## config.mk

```make
export PLATFORM = sky130hd
export DESIGN_NAME = sensor_heartbeat_safety_interlock_unit
export DESIGN_NICKNAME = d
export VERILOG_FILES = /design/src/shsi_pkg.sv /design/src/sensor_heartbeat_safety_interlock_unit.sv
export VERILOG_INCLUDE_DIRS = /design/src /design/src/src
export SDC_FILE = /design/constraint.sdc
export NUM_CORES = 1
export LEC_CHECK = 0
export ABC_CLOCK_PERIOD_IN_PS = 5700
export BUFFER_PORTS_ARGS = -buffer_cell sky130_fd_sc_hd__buf_4
export CAP_MARGIN = 15
export CORE_ASPECT_RATIO = 1.1
export CORE_MARGIN = 1
export CORE_UTILIZATION = 45
export DETAILED_ROUTE_END_ITERATION = 12
export GPL_TIMING_DRIVEN = 0
export PLACE_DENSITY = 0.66
export SLEW_MARGIN = 20
export SYNTH_ARGS = -nofsm -noshare
export SYNTH_HDL_FRONTEND = slang
export SYNTH_SLANG_ARGS = --single-unit
```

## constraint.sdc

```tcl
create_clock -name i_clk -period 5.7 [get_ports i_clk]
set_clock_uncertainty 0.15 [all_clocks]
set_input_delay 1.14 -clock i_clk [delete_from_list [all_inputs] [get_ports i_clk]]
set_output_delay 1.14 -clock i_clk [all_outputs]
set_load 0.005 [all_outputs]
```

## src/sensor_heartbeat_safety_interlock_unit_defines.svh

```systemverilog
// Assertion helpers for the sensor heartbeat safety interlock.
// Each one checks on the rising edge of i_clk and stays quiet while i_rst_n is low.
`ifndef SENSOR_HEARTBEAT_SAFETY_INTERLOCK_UNIT_DEFINES_SVH
`define SENSOR_HEARTBEAT_SAFETY_INTERLOCK_UNIT_DEFINES_SVH

// The consequent holds in the same cycle as the antecedent.
`define SHSI_ASSERT_NOW(label, ante, cons, msg) \
    label: assert property (@(posedge i_clk) disable iff (!i_rst_n) \
        (ante) |-> (cons)) else $error(msg);

// The consequent holds in the cycle after the antecedent.
`define SHSI_ASSERT_NEXT(label, ante, cons, msg) \
    label: assert property (@(posedge i_clk) disable iff (!i_rst_n) \
        (ante) |=> (cons)) else $error(msg);

`endif

```

## src/shsi_pkg.sv

```systemverilog
`timescale 1ns / 1ps
package shsi_pkg;

    localparam int MASK_W     = 8;
    localparam int TIMEOUT_W  = 16;
    localparam int CFG_IDX_W  = 2;
    localparam int CFG_DATA_W = 16;
    localparam int SLOT_IN_W  = 3;

    localparam logic [CFG_IDX_W-1:0] CFG_ENABLE_MASK   = 2'd0;
    localparam logic [CFG_IDX_W-1:0] CFG_BYPASS_MASK   = 2'd1;
    localparam logic [CFG_IDX_W-1:0] CFG_GLOBAL_BYPASS = 2'd2;
    localparam logic [CFG_IDX_W-1:0] CFG_TIMEOUT_TICKS = 2'd3;

    localparam logic [TIMEOUT_W-1:0] TIMEOUT_RESET = 16'd60000;

    localparam logic FUNC_REPORT = 1'b0;
    localparam logic FUNC_TICK   = 1'b1;

    typedef enum logic [3:0] {
        S_IDLE    = 4'b0001,
        S_REPORT  = 4'b0010,
        S_TICK    = 4'b0100,
        S_VERDICT = 4'b1000
    } t_state;

endpackage

```

## src/sensor_heartbeat_safety_interlock_unit.sv

```systemverilog
// Report transaction: the slot is updated in S_REPORT, then S_VERDICT registers the result and strobe.
// Tick transaction: S_TICK walks every slot, then S_VERDICT; one shared saturating incrementer and
// timeout comparator walks the slots, one slot per cycle.
// busy drops with the strobe.
// Synchronous active-low reset: all ages zero, all slots offline and unsafe,
// registers back to their defaults (timeout 60000).
`timescale 1ns / 1ps
`include "sensor_heartbeat_safety_interlock_unit_defines.svh"
module sensor_heartbeat_safety_interlock_unit #(
    parameter int SLOT_COUNT = 8,
    parameter int AGE_BITS   = 16
) (
    input  logic                            i_clk,
    input  logic                            i_rst_n,
    input  logic                            start,
    output logic                            busy,
    input  logic                            i_func,
    input  logic [shsi_pkg::SLOT_IN_W-1:0]  i_sensor_slot,
    input  logic                            i_report_safe,
    input  logic                            i_cfg_we,
    input  logic [shsi_pkg::CFG_IDX_W-1:0]  i_cfg_idx,
    input  logic [shsi_pkg::CFG_DATA_W-1:0] i_cfg_data,
    output logic                            o_strobe,
    output logic                            o_weather_safe,
    output logic [shsi_pkg::MASK_W-1:0]     o_online_mask,
    output logic [shsi_pkg::MASK_W-1:0]     o_safe_mask
);
    import shsi_pkg::*;

    localparam int IDX_W = (SLOT_COUNT > 1) ? $clog2(SLOT_COUNT) : 1;
    localparam int CMP_W = (AGE_BITS > TIMEOUT_W) ? AGE_BITS : TIMEOUT_W;
    localparam logic [AGE_BITS-1:0] AGE_MAX = {AGE_BITS{1'b1}};
    localparam logic [IDX_W-1:0]    IDX_LAST = IDX_W'(SLOT_COUNT - 1);

    t_state r_state, n_state;

    logic [MASK_W-1:0]    r_enable;
    logic [MASK_W-1:0]    r_bypass;
    logic                 r_gbypass;
    logic [TIMEOUT_W-1:0] r_timeout;

    logic [AGE_BITS-1:0]   r_age [SLOT_COUNT];
    logic [SLOT_COUNT-1:0] r_online;
    logic [SLOT_COUNT-1:0] r_safe;

    logic [IDX_W-1:0]     r_idx;
    logic [SLOT_IN_W-1:0] r_slot;
    logic                 r_rsafe;

    logic              r_strobe;
    logic              r_out_safe;
    logic [MASK_W-1:0] r_out_online;
    logic [MASK_W-1:0] r_out_safe_mask;

    logic                accept;
    logic                slot_ok;
    logic [IDX_W-1:0]    slot_idx;
    logic [AGE_BITS-1:0] age_rd;
    logic [AGE_BITS-1:0] age_inc;
    logic                age_live;
    logic [MASK_W-1:0]   online8;
    logic [MASK_W-1:0]   safe8;
    logic [MASK_W-1:0]   active;
    logic                verdict;

    assign busy   = (r_state != S_IDLE);
    assign accept = start && !busy;

    assign slot_ok  = (6'(r_slot) < 6'(SLOT_COUNT));
    assign slot_idx = IDX_W'(r_slot);

    // shared unit: saturating age increment and timeout compare
    assign age_rd   = r_age[r_idx];
    assign age_inc  = (age_rd == AGE_MAX) ? age_rd : age_rd + AGE_BITS'(1);
    assign age_live = (CMP_W'(age_inc) < CMP_W'(r_timeout));

    // slots from eight up never show in the masks
    for (genvar g = 0; g < MASK_W; g++) begin : g_mask
        if (g < SLOT_COUNT) begin : g_live
            assign online8[g] = r_online[g];
            assign safe8[g]   = r_safe[g];
        end else begin : g_none
            assign online8[g] = 1'b0;
            assign safe8[g]   = 1'b0;
        end
    end

    assign active  = r_enable & ~r_bypass;
    assign verdict = r_gbypass || ((active & ~(online8 & safe8)) == '0);

    always_comb begin
        n_state = r_state;
        case (r_state)
            S_IDLE: begin
                if (start) begin
                    n_state = (i_func == FUNC_TICK) ? S_TICK : S_REPORT;
                end
            end
            S_REPORT: n_state = S_VERDICT;
            S_TICK: begin
                if (r_idx == IDX_LAST) begin
                    n_state = S_VERDICT;
                end
            end
            S_VERDICT: n_state = S_IDLE;
            default:   n_state = S_IDLE;
        endcase
    end

    always_ff @(posedge i_clk) begin
        if (!i_rst_n) begin
            r_state   <= S_IDLE;
            r_idx     <= '0;
            r_strobe  <= 1'b0;
            r_enable  <= '0;
            r_bypass  <= '0;
            r_gbypass <= 1'b0;
            r_timeout <= TIMEOUT_RESET;
        end else begin
            r_state  <= n_state;
            r_strobe <= (r_state == S_VERDICT);
            if (r_state == S_TICK) begin
                r_idx <= r_idx + IDX_W'(1);
            end else begin
                r_idx <= '0;
            end
            if (i_cfg_we) begin
                case (i_cfg_idx)
                    CFG_ENABLE_MASK:   r_enable  <= i_cfg_data[MASK_W-1:0];
                    CFG_BYPASS_MASK:   r_bypass  <= i_cfg_data[MASK_W-1:0];
                    CFG_GLOBAL_BYPASS: r_gbypass <= i_cfg_data[0];
                    CFG_TIMEOUT_TICKS: r_timeout <= i_cfg_data[TIMEOUT_W-1:0];
                    default: ;
                endcase
            end
        end
    end

    // hold the report fields for the update cycle
    always_ff @(posedge i_clk) begin
        if (accept) begin
            r_slot  <= i_sensor_slot;
            r_rsafe <= i_report_safe;
        end
    end

    always_ff @(posedge i_clk) begin
        if (!i_rst_n) begin
            for (int s = 0; s < SLOT_COUNT; s++) begin
                r_age[s] <= '0;
            end
            r_online <= '0;
            r_safe   <= '0;
        end else if (r_state == S_TICK) begin
            r_age[r_idx]    <= age_inc;
            r_online[r_idx] <= age_live;
        end else if (r_state == S_REPORT && slot_ok) begin
            r_age[slot_idx]    <= '0;
            r_online[slot_idx] <= 1'b1;
            r_safe[slot_idx]   <= r_rsafe;
        end
    end

    always_ff @(posedge i_clk) begin
        if (r_state == S_VERDICT) begin
            r_out_safe      <= verdict;
            r_out_online    <= online8;
            r_out_safe_mask <= safe8;
        end
    end

    assign o_strobe       = r_strobe;
    assign o_weather_safe = r_out_safe;
    assign o_online_mask  = r_out_online;
    assign o_safe_mask    = r_out_safe_mask;

    `SHSI_ASSERT_NEXT(a_accept_busy, accept, busy, "accepted transaction did not raise busy")
    `SHSI_ASSERT_NEXT(a_verdict_strobe, r_state == S_VERDICT, o_strobe && !busy, "no strobe after verdict")
    `SHSI_ASSERT_NOW(a_tick_index, r_state == S_TICK, r_idx <= IDX_LAST, "slot walk ran past last slot")
    `SHSI_ASSERT_NEXT(a_bypass_safe, r_state == S_VERDICT && r_gbypass, o_weather_safe, "global bypass not safe")

endmodule

```

### Yosys cells after proc, flatten, opt, wreduce, memory -nomap -nowiden

Memory sizes are Yosys's and may differ from the RTL's. A register that Yosys moved wholly into a read port is not among the register bits.
Cells that the tools add are included.
W data, S select, Z words.

* register bits: 78
* bits in latches: 0
* RAM bits: 128
* memory bits (read-only): 0
* input bits: 27
* output and inout bits: 19
* logic and storage cells: 86
* memories kept: 1

Memory list
* r_age: words 8, bits a word 16, rd ports 1, clocked after memory_dff 1, write ports 8, RTL line sensor_heartbeat_safety_interlock_unit.sv:42 `logic [AGE_BITS-1:0] r_age [SLOT_COUNT];`

* add/sub/neg operators: 2
* $mul: 0
* div/mod/pow operators: 0
* magnitude comparators: 5
* equal/unequal tests: 12
* shifts and indexed selects: 0
* muxes and demuxes: 28
* bitwise gates (word level): 7
* reductions and logical operators: 17

Operators by type and width (count)
* $mux W16: 3
* $reduce_or A16 Y1: 2
* $and A8 B8 Y8: 3
* $add A16 B1 Y16 const B: 1
* $bwmux W8: 2
* $eq A16 B16 Y1 const B: 1
* $lt A16 B16 Y1: 1
* $mux W8: 2
* $not A8 Y8: 2
* $reduce_and A2 Y1: 7
* $mux W1: 12
* $mux W3: 4
* $pmux W4 S3: 1
* $logic_not A8 Y1: 1
* $lt A3 B4 Y1 const B: 2
* $mux W4: 2
* $or A8 B8 Y8: 1
* $demux W1 S3: 2
* $ge A3 B1 Y1 const B: 2
* $eq A2 B2 Y1 const B: 2
* $eq A4 B1 Y1 const B: 1
* $eq A4 B2 Y1 const B: 1
* $eq A4 B3 Y1 const B: 1
* $eq A4 B4 Y1 const B: 1
* other kinds (11): 14

### Depth between registers and ports, before layout

Gate-level depths: netlist (run 1).

* depth after elaboration: 7
* depth in mapped cells: 19

### Least setup slack after synthesis (run 1)

OpenSTA, ideal clock, no wires.

* path type: reg-to-reg
* start point: register r_idx[0]
* end point: register r_online[0] (netlist: online8[0])
* setup time: 0.078 ns
* data arrival time: 4.425 ns
* data required time: 5.472 ns
* slack: 1.046 ns
* stages on the path, launching flop included: 19
* buffers on the path: 1
* clock period less this slack: 4.654 ns
* cells stage by stage: dfxtp_1 buf_6 mux4_2 mux2_2 ha_1 nand4_1 or2_1 nor2_4 nor3_2 xor2_2 inv_1 ha_1 a21o_1 a21o_1 a21oi_1 nor2_1 a2111oi_0 o22ai_2 a32oi_1

* cells in the longest elaborated chain, start to end: 6
* elaborated cells on any way between the ends: 7
* classes of those cells: order compare (2); mux (4); reduce/logical (1)

RTL lines
* start, declared: RTL line sensor_heartbeat_safety_interlock_unit.sv:46 `logic [IDX_W-1:0] r_idx;`
* start signal, assigned: RTL line sensor_heartbeat_safety_interlock_unit.sv:123 `r_idx <= r_idx + IDX_W'(1);`
* $lt A3 B4 Y1 (not written as such) / $ge A3 B1 Y1 (equally long branches): RTL line sensor_heartbeat_safety_interlock_unit.sv:156 `r_online[r_idx] <= age_live;`
* $logic_and A1 B1 Y1 (not written as such): RTL line sensor_heartbeat_safety_interlock_unit.sv:156
* $mux W1 (not written as such): RTL line sensor_heartbeat_safety_interlock_unit.sv:156
* $demux W1 S3 (*): RTL line sensor_heartbeat_safety_interlock_unit.sv:156
* $bwmux W8 (*): RTL line sensor_heartbeat_safety_interlock_unit.sv:156
* $mux W8 (*): RTL line sensor_heartbeat_safety_interlock_unit.sv:154 `end else if (r_state == S_TICK) begin`
* end signal, assigned by index: RTL line sensor_heartbeat_safety_interlock_unit.sv:156
* end, declared: RTL line sensor_heartbeat_safety_interlock_unit.sv:43 `logic [SLOT_COUNT-1:0] r_online;`

Every way passes the cells marked *; elsewhere a longest branch is shown, timed or not.
A chain may end at the register's enable or synchronous reset.

### Worst setup path after layout (run 1)

* start point: register r_idx[2]
* end point: register r_online[0] (netlist: online8[0])

The elaborated chain is that of the path after synthesis.

==> results.cfg, run 1 <==
[clocking]
clockRootBuffer = clkbuf_16
cts_htree_levels = 1
insertion_delay_ns = 0.50
clock_sinks = 206
cts_buffer_depth = 3
cts_tree = built
holdBufCountCts = 0
numCtsBuffers = 21
cts.clk_slew.worst_paths_ns = 0.06

[critical_path]
required_ns = 5.90
critPathSlowestCell = mux2i_1
critPathArrivalTime_ns = 5.51
end_kind = register
start_kind = register
critical_path_class = reg -> reg
crit_chain = buf_2 > buf_2 > nor2b_1 > a32oi_1 > o221ai_2 > nor3_4 > nand2_2 > nor4_2 > mux2i_1 > inv_1 > ha_1 > nand2_1 > a2111oi_0 > nor2_1 > o22ai_2 > a32oi_1
crit_fanout = 10
max_stage_delay_ns = 0.87

[sta]
slew_violations = 0
finalSetupViolations = 0
fmax_mhz = 188
hold_viol = 0
min_period_ns = 5.31
tightest_slew_ns = 1.01
relSlewSlack_pct = 30.6
fin_crit_sh_pct = 93.2
fin_hold_ws_ns = 0.318

[synth]
synthTopCellsByCount = edfxtp_1 (149), nor2_1 (145), nand2_1 (70), dfxtp_1 (57), inv_1 (41)
ys_top_cells_by_area = edfxtp_1 (46%), dfxtp_1 (12%), nor2_1 (5.6%)
netlist_area_mm2 = 0.00966
yosysMostFrequentCell = edfxtp_1
synth_top_area_cell = edfxtp_1
avgSynthCellArea_um2 = 11.7
synth_flop_cell = edfxtp_1
netlist_instances = 822
synth.net_count = 867
synth-seq-cells = 206
synth_edf_count = 149
seq_area_frac_synth_pct = 58.2
synth_cell_types = 71
ys.warnings.count = 0
yosysTopAreaCellShare_pct = 46.3
async_reset_ff_share_pct = 0

[power]
p_leak_uw = 0.00406
total_power_uw = 3220
powerDensity_mw_per_mm2 = 291
peakVddDrop_uv = 231

[placed_design]
numPortBuffers = 44
gp_congestion = 0.850
placed_area_mm2 = 0.0104
hpwl_mm = 17.0
dp_cells = 1153

[route]
dr.first_iter.drc_count = 537
wl_per_cell_um = 20.8
viasPerCell = 5.57
wl_mm = 24.8
drt-pass1-iter-count = 5
drcViolationCount = 0
ant_nets = 0
vias = 6635

[global_route]
grt_overflow = 0
grt_pass1_wl_mm = 38.1
grt_max_degree = 17
grt_use_total_pct = 23.1
antenna_found_initial = 0
grt_pass1_vias = 6654

[layout]
diodes = 0
post-route-cell-area_mm2 = 0.0111
fin_cells = 1191
finalNetCount = 937
drive_above_1_share_pct = 16.4
final_util_pct = 53.4
fillers = 1897
multi_input_area_mm2 = 0.00374
area.growth.synth_to_final_pct = 14.8
seq_area_mm2 = 0.00562

[floorplanning]
num_rows = 55
pin_count = 46
initial_core_util_pct = 46.5
die_y_um = 156
die_w_um = 142
core_area_mm2 = 0.0208
die_area_mm2 = 0.0220

[worst_hold_path]
min_path_type = reg -> reg

[job]
drv_cap = 0

[status]
status = completed
-- cells in the final DEF (no fill, tap or decap), drive strengths merged, types with 5 or more instances in the layout --
master,count
mux2i,41
nand2b,11
and2,6
mux4,20
a21oi,21
o21ai,16
a211oi,6
nand4,9
nand3,12
a21boi,18
inv,41
nand2,71
buf,58
o211ai,8
clkbuf,55
nor3,20
nor2b,27
a2111oi,5
clkinv,9
nor4,5
nor2,146
nand3b,8
xor2,6
mux2,6
ha,18
edfxtp,149
dfxtp,57
and3,6
-- worst paths after layout --
check / startpoint / end / slack (ns) / cells after the start
worst min register to register: r_safe[1] / o_safe_mask[1] / 0.32 / 0
worst min-delay path: r_safe[1] / o_safe_mask[1] / 0.32 / 0
worst max register to register: r_idx[2] / online8[0] / 0.39 / 16
worst max-delay path: r_idx[2] / online8[0] / 0.39 / 16
-- layout make-up --
cell class / count / share of cell area (%)
clock buffers: 25 / 4.97
flip-flops and latches: 206 / 50.7
well taps: 285 / 3.22
repair buffers: 47 / 3.16
plain buffers: 41 / 1.88
clock inverters: 12 / 1.03
inverters: 41 / 1.39
multi-input cells: 534 / 33.7
-- registers in the layout, summed over array words and instances (netlist names), 4 cells and up --
signal,flops
r_age,128
r_timeout,16
o_online_mask,8
o_safe_mask,8
online8,8
r_bypass,8
r_enable,8
r_safe,8
r_state,4
-- routing by layer --
layer | share of wire, % | track usage (%) | vias to the layer above
li1 | - | - | 3078
met5 | 0 | 0 | -
met2 | 49 | 40.5 | 280
met3 | 6.7 | 2.73 | 48
met1 | 41 | 30.0 | 3229
met4 | 2.6 | 7.07 | 0
-- where the power goes --
group / switching (uW) / total, uW / internal (uW)
registers: 18.7 / 1670 / 1650
logic: 129 / 202 / 72.8
clock network: 574 / 1350 / 781
-- worst max-delay path: cells and delay by family (launching register included) --
family | cells | cell delay, ns
AOI/OAI and AO/OA | 5 | 1.40
adders and majority gates | 1 | 0.33
buffers and inverters | 3 | 0.73
DFF | 1 | 0.33
muxes | 1 | 0.87
and+or+nand+nor | 6 | 1.33
-- cells by family after synthesis --
group | count (synthesis) | synth area share (%)
and+or+nand+nor | 337 | 16.9
DFF | 206 | 58.2
buffers and inverters | 82 | 3.69
muxes | 67 | 9.73
adders and majority gates | 18 | 2.33
AOI/OAI and AO/OA | 102 | 7.87
xor gates and xnor gates | 10 | 1.30
-- through the flow --
step	setup WS (ns)	setup TNS [ns]
floorplan	1.05	0
global placement	-0.192	-0.988
detailed placement	-0.180	-0.959
CTS	0.142	0
global route	-0.0284	-0.0414
finish	0.386	0
-- timing repair --
action / 4_1_cts / 5_1_grt
gates resized for setup: 2 / 7
endpoints found under the setup margin: 8 / 8
buffers inserted: 1 / 0
hold endpoints to repair: 0 / 0
pin swaps: 1 / 0
(Power assumes the default switching activity.)
==> inputs of run 2 (changes only) <==
CORE_MARGIN = 1.5   (was 1)
RECOVER_POWER = 100   (was default)
==> run 2 against run 1 <==
Against the previous run: combinational power barely moved; largest cell class unchanged; the run now ends with capacitance limit left; non-clock buffer count rose by 3; clock power fell by 4%.
==> results.cfg, run 2 (same netlist as run 1, synthesis figures left out) <==
[floorplanning]
num_rows = 56
pin_count = 46
die_w_um = 143
core_area_mm2 = 0.0212
initial_core_util_pct = 45.6
die_area_mm2 = 0.0223
die_y_um = 157

[layout]
final_common_cell = edfxtp_1
final_cell_mix = edfxtp_1 (149), nor2_1 (145), nand2_1 (70)
drive_above_1_share_pct = 15.6
fin_cells = 1199
finalNetCount = 940
final_util_pct = 52.4
fillers = 1930
diodes = 0
area.growth.synth_to_final_pct = 14.8
largest_register_ffs = 128
largestRegisters = r_age: 128 flops, r_timeout: 16 flops
largest-register = r_age

[global_route]
grt_max_degree = 17
antenna_found_initial = 0
grt_use_total_pct = 22.9
grt_pass1_wl_mm = 38.3
grt_overflow = 0
grt_pass1_vias = 6645

[critical_path]
critical_path_class = reg -> reg
rr_endpoint = online8[0]
critical_path_buf_inv_count = 5
critPathCapture = online8[0]
crit_top_cell = buf_2
timing.rr.start = r_idx[2]
rrSetupSlack_ns = 0.27
critPathSlowestCell = o21ai_0
worst-path-stages = 19
path_delay_family = compound AO/OA/AOI/OAI gates
end_kind = register
critPathArrivalTime_ns = 5.68
required_ns = 5.96
start_kind = register
reg2reg_depth = 19
max_stage_delay_ns = 0.52
critPathLaunch = r_idx[2]
crit_fanout = 10
crit_chain = buf_2 > buf_2 > buf_2 > mux2_2 > ha_1 > nand4_1 > buf_4 > nor2_1 > nand4_4 > nand3_1 > o21ai_0 > inv_1 > ha_1 > and2_1 > o21a_1 > a41o_1 > a31oi_2 > o22ai_2 > a32oi_1

[clocking]
cts_buffer_depth = 3
cts_htree_levels = 1
insertion_delay_ns = 0.49
cts_tree = built
numCtsBuffers = 21
cts.clk_slew.worst_paths_ns = 0.06
clockRootBuffer = clkbuf_16
clock_sinks = 206
holdBufCountCts = 0

[power]
peakVddDrop_uv = 201
powerDensity_mw_per_mm2 = 286
total_power_uw = 3170
p_leak_uw = 0.00404

[route]
ant_nets = 0
drcViolationCount = 0
wl_mm = 24.9
viasPerCell = 5.50
wl_per_cell_um = 20.8
dr.first_iter.drc_count = 546
vias = 6600
drt-pass1-iter-count = 5

[sta]
tightest_slew_ns = 1.48
relSlewSlack_pct = 0.0337
fmax_mhz = 184
min_period_ns = 5.43
slew_violations = 0
hold_viol = 0
rsz0062_at_grt = no
timing.final.ws_setup_ns = 0.273
finalSetupViolations = 0
fin_crit_sh_pct = 95.2

[placed_design]
hpwl_mm = 17.1
gp_congestion = 0.896
numPortBuffers = 44
pre_cts_slack_ns = -0.142
dp_cells = 1159

[job]
drv_cap = 1

[status]
failed_checks = capacitance limit
status = finished, violations left

[worst_hold_path]
min_path_type = reg -> reg
==> run 2: changes by cell type in the layout (fill, tap and decap cells not counted), sizes merged <==
cell      before  now
clkbuf        55   89
buf           58   34
clkinv         9    5
bufinv         2    0
clkinvlp       1    0
==> run 2: layout make-up <==
| cell class | count | area (um^2) | share of cell area (%) |
|---|---|---|---|
| buffer | 41 | 205 | 1.85 |
| sequential | 206 | 5620 | 50.7 |
| timing repair buffer | 50 | 357 | 3.22 |
| multi-input combinational | 534 | 3750 | 33.9 |
| clock inverter | 5 | 25.0 | 0.226 |
| inverter | 41 | 154 | 1.39 |
| clock buffer | 32 | 611 | 5.51 |
| tap | 290 | 363 | 3.27 |
==> run 2: per-stage QoR <==
stage	hold slack, ns	setup TNS (ns)	area [um^2]
after floorplan	0.272	0	9660
after global placement	0.287	-1.13	10300
after detailed placement	0.293	-0.558	10400
after CTS	0.309	0	11000
after global routing	0.332	0	11100
final	0.313	0	11100
==> run 2: worst min-delay path by stage <==
| stage | startpoint | end | slack (ns) | cells past startpoint |
|---|---|---|---|---|
| after CTS | r_safe[2] | o_safe_mask[2] | 0.31 | 0 |
| after detailed placement | r_safe[2] | o_safe_mask[2] | 0.29 | 0 |
| after global placement | r_safe[2] | o_safe_mask[2] | 0.29 | 0 |
| after global routing | r_safe[2] | o_safe_mask[2] | 0.33 | 0 |
| final | r_timeout[2] | r_timeout[2] | 0.31 | 2 |
| after floorplan | online8[7] | o_online_mask[7] | 0.27 | 0 |
==> run 2: per-layer routing <==
metal / part of all wire [%] / global-route usage, % / routed length (um) / up-vias
li1: - / - / - / 3092
met1: 40 / 28.9 / 10000 / 3219
met2: 50 / 40.3 / 12600 / 235
met3: 6.3 / 3.24 / 1570 / 54
met4: 3.2 / 8.05 / 799 / 0
met5: 0 / 0 / 0 / -
==> run 2: worst min-delay path, cell delays in order (launching register included) <==
cell and delay [ns]:
dfxtp_1 0.31, nand2_1 0.04, a21boi_0 0.06
==> run 2: power by group <==
part	internal, uW	total, uW	switching (uW)
Combinational	73.3	204	131
Clock	739	1300	563
Sequential	1650	1670	18.2
Total	2460	3170	712
==> run 2: repair_timing <==
action                                  CTS  global route
setup buffers                             3             0
pin swaps                                 1             0
endpoints found under the setup margin    8             8
gates resized for setup                   2            11
hold endpoints to repair                  0             0
==> inputs of run 3 (changes only) <==
ABC_CLOCK_PERIOD_IN_PS = 6100   (was 5700)
clock period = 6.1 ns   (was 5.7 ns; I/O delays follow)
==> run 3 against run 2 <==
Against the previous run: the run ends with capacitance limit, slew limit left; combinational power down 9%; sequential power decreased by 7%; wire length down 0.26%; largest power group unchanged; highest routed layer unchanged.
==> results.cfg, run 3 (same netlist as run 1, synthesis figures left out) <==
[worst_hold_path]
min_path_type = reg -> reg

[clocking]
insertion_delay_ns = 0.49
holdBufCountCts = 0
cts.clk_slew.worst_paths_ns = 0.06
cts_buffer_depth = 3
numCtsBuffers = 21
clockRootBuffer = clkbuf_16
clock_sinks = 206
cts_htree_levels = 1
cts_tree = built

[critical_path]
critPathArrivalTime_ns = 5.92
critPathLaunch = r_idx[1]
start_kind = register
rr_endpoint = online8[0]
critical_path_class = reg -> reg
reg2reg_depth = 19
timing.rr.start = r_idx[1]
end_kind = register
crit_fanout = 10
rrSetupSlack_ns = 0.44
critPathCapture = online8[0]
required_ns = 6.36

[floorplanning]
pin_count = 46
initial_core_util_pct = 45.6
die_y_um = 157
die_area_mm2 = 0.0223
die_w_um = 143
core_area_mm2 = 0.0212
num_rows = 56

[sta]
rsz0062_at_grt = no
hold_viol = 0
min_period_ns = 5.66
finalSetupViolations = 0
relSlewSlack_pct = -3.13
slew_violations = 10
fmax_mhz = 177
fin_setup_tns_ns = 0
tightest_slew_ns = 1.53
fin_crit_sh_pct = 92.8

[layout]
final_cell_mix = edfxtp_1 (149), nor2_1 (145), nand2_1 (70)
drive_above_1_share_pct = 14.5
final_common_cell = edfxtp_1
largest_register_ffs = 128
final_util_pct = 51.8
largestRegisters = r_age: 128 flops, r_timeout: 16 flops
area.growth.synth_to_final_pct = 13.6
finalNetCount = 939
fillers = 1946
largest-register = r_age
diodes = 0

[power]
p_leak_uw = 0.00402
p_seq_share_pct = 52.7
p_int_uw = 2300
p_clk_share_pct = 41.0
pwr-share-comb_pct = 6.3
switching_share_pct = 22.3
peakVddDrop_uv = 188
p_switching_uw = 659
powerDensity_mw_per_mm2 = 269

[global_route]
grt_pass1_vias = 6597
grt_use_total_pct = 22.9
antenna_found_initial = 0
grt_max_degree = 17
grt_pass1_wl_mm = 38.2
grt_overflow = 0

[status]
status = finished, violations left
failed_checks = capacitance limit, slew limit

[route]
drt-pass1-iter-count = 5
ant_nets = 0
wl_mm = 24.9
vias = 6591
dr.first_iter.drc_count = 596
drcViolationCount = 0
wl_per_cell_um = 20.8
viasPerCell = 5.50

[job]
drv_cap = 1

[placed_design]
hpwl_mm = 17.1
gp_congestion = 0.896
numPortBuffers = 44
-- run 3: metal layers --
layer | GRT usage, % | routed length [um] | up-vias
met1 | 28.7 | 10100 | 3236
met3 | 3.43 | 1440 | 48
met4 | 7.61 | 687 | 0
li1 | - | - | 3083
met2 | 40.3 | 12700 | 224
met5 | 0 | 0 | -
-- run 3: stage by stage --
step / setup WS (ns) / instances / cell area [um^2] / total power (uW) / hold WS, ns
final: 0.436 / 1198 / 11000 / 2950 / 0.313
after global placement: 0.191 / 1156 / 10300 / 1770 / 0.287
after global routing: 0.0960 / 1198 / 11000 / 3040 / 0.332
after CTS: 0.208 / 1196 / 11000 / 2970 / 0.309
after floorplan: 1.45 / 822 / 9660 / 1700 / 0.272
after detailed placement: 0.258 / 1159 / 10400 / 1770 / 0.293
-- run 3: what timing repair did --
item / CTS / global route
buffers inserted: 0 / 2
gates resized for setup: 0 / 3
setup endpoints to repair: 0 / 8
-- run 3: how the worst min path moves through the flow --
| stage | depth (start not counted) | from | endpoint |
|---|---|---|---|
| floorplan | 0 | online8[7] | o_online_mask[7] |
| global placement | 0 | r_safe[2] | o_safe_mask[2] |
| detailed placement | 0 | r_safe[2] | o_safe_mask[2] |
| CTS | 0 | r_safe[2] | o_safe_mask[2] |
| global route | 0 | r_safe[2] | o_safe_mask[2] |
| finish | 2 | r_timeout[2] | r_timeout[2] |
-- run 3: worst max-delay path, cell delays in order (launching register included) --
cell	delay, ns
dfxtp_1	0.55
buf_4	0.30
buf_2	0.34
mux4_2	0.37
mux2_2	0.36
ha_1	0.26
nand4_1	0.24
nor2_1	0.12
nand4_4	0.20
nor3b_1	0.34
xor2_2	0.44
inv_1	0.10
ha_1	0.19
a21o_1	0.17
a21o_1	0.17
a21oi_1	0.21
nand2_1	0.13
a31oi_1	0.38
o22ai_2	0.27
a32oi_1	0.27
-- run 3: area by class of cell --
| cell class | count | area [um^2] | share of cell area (%) |
|---|---|---|---|
| Timing Repair Buffer | 49 | 345 | 3.15 |
| Clock inverter | 5 | 25.0 | 0.228 |
| Clock buffer | 32 | 611 | 5.57 |
| Inverter | 41 | 154 | 1.40 |
| Buffer | 41 | 203 | 1.85 |
| Multi-Input combinational cell | 534 | 3650 | 33.3 |
| Sequential cell | 206 | 5620 | 51.2 |
| Tap cell | 290 | 363 | 3.31 |
-- run 3: power groups by stage --
stage / clock (uW) / combinational (uW) / sequential (uW)
floorplan: 0 / 119 / 1580
global placement: 0 / 184 / 1580
detailed placement: 0 / 186 / 1590
CTS: 1220 / 187 / 1560
global route: 1280 / 201 / 1560
finish: 1210 / 186 / 1560
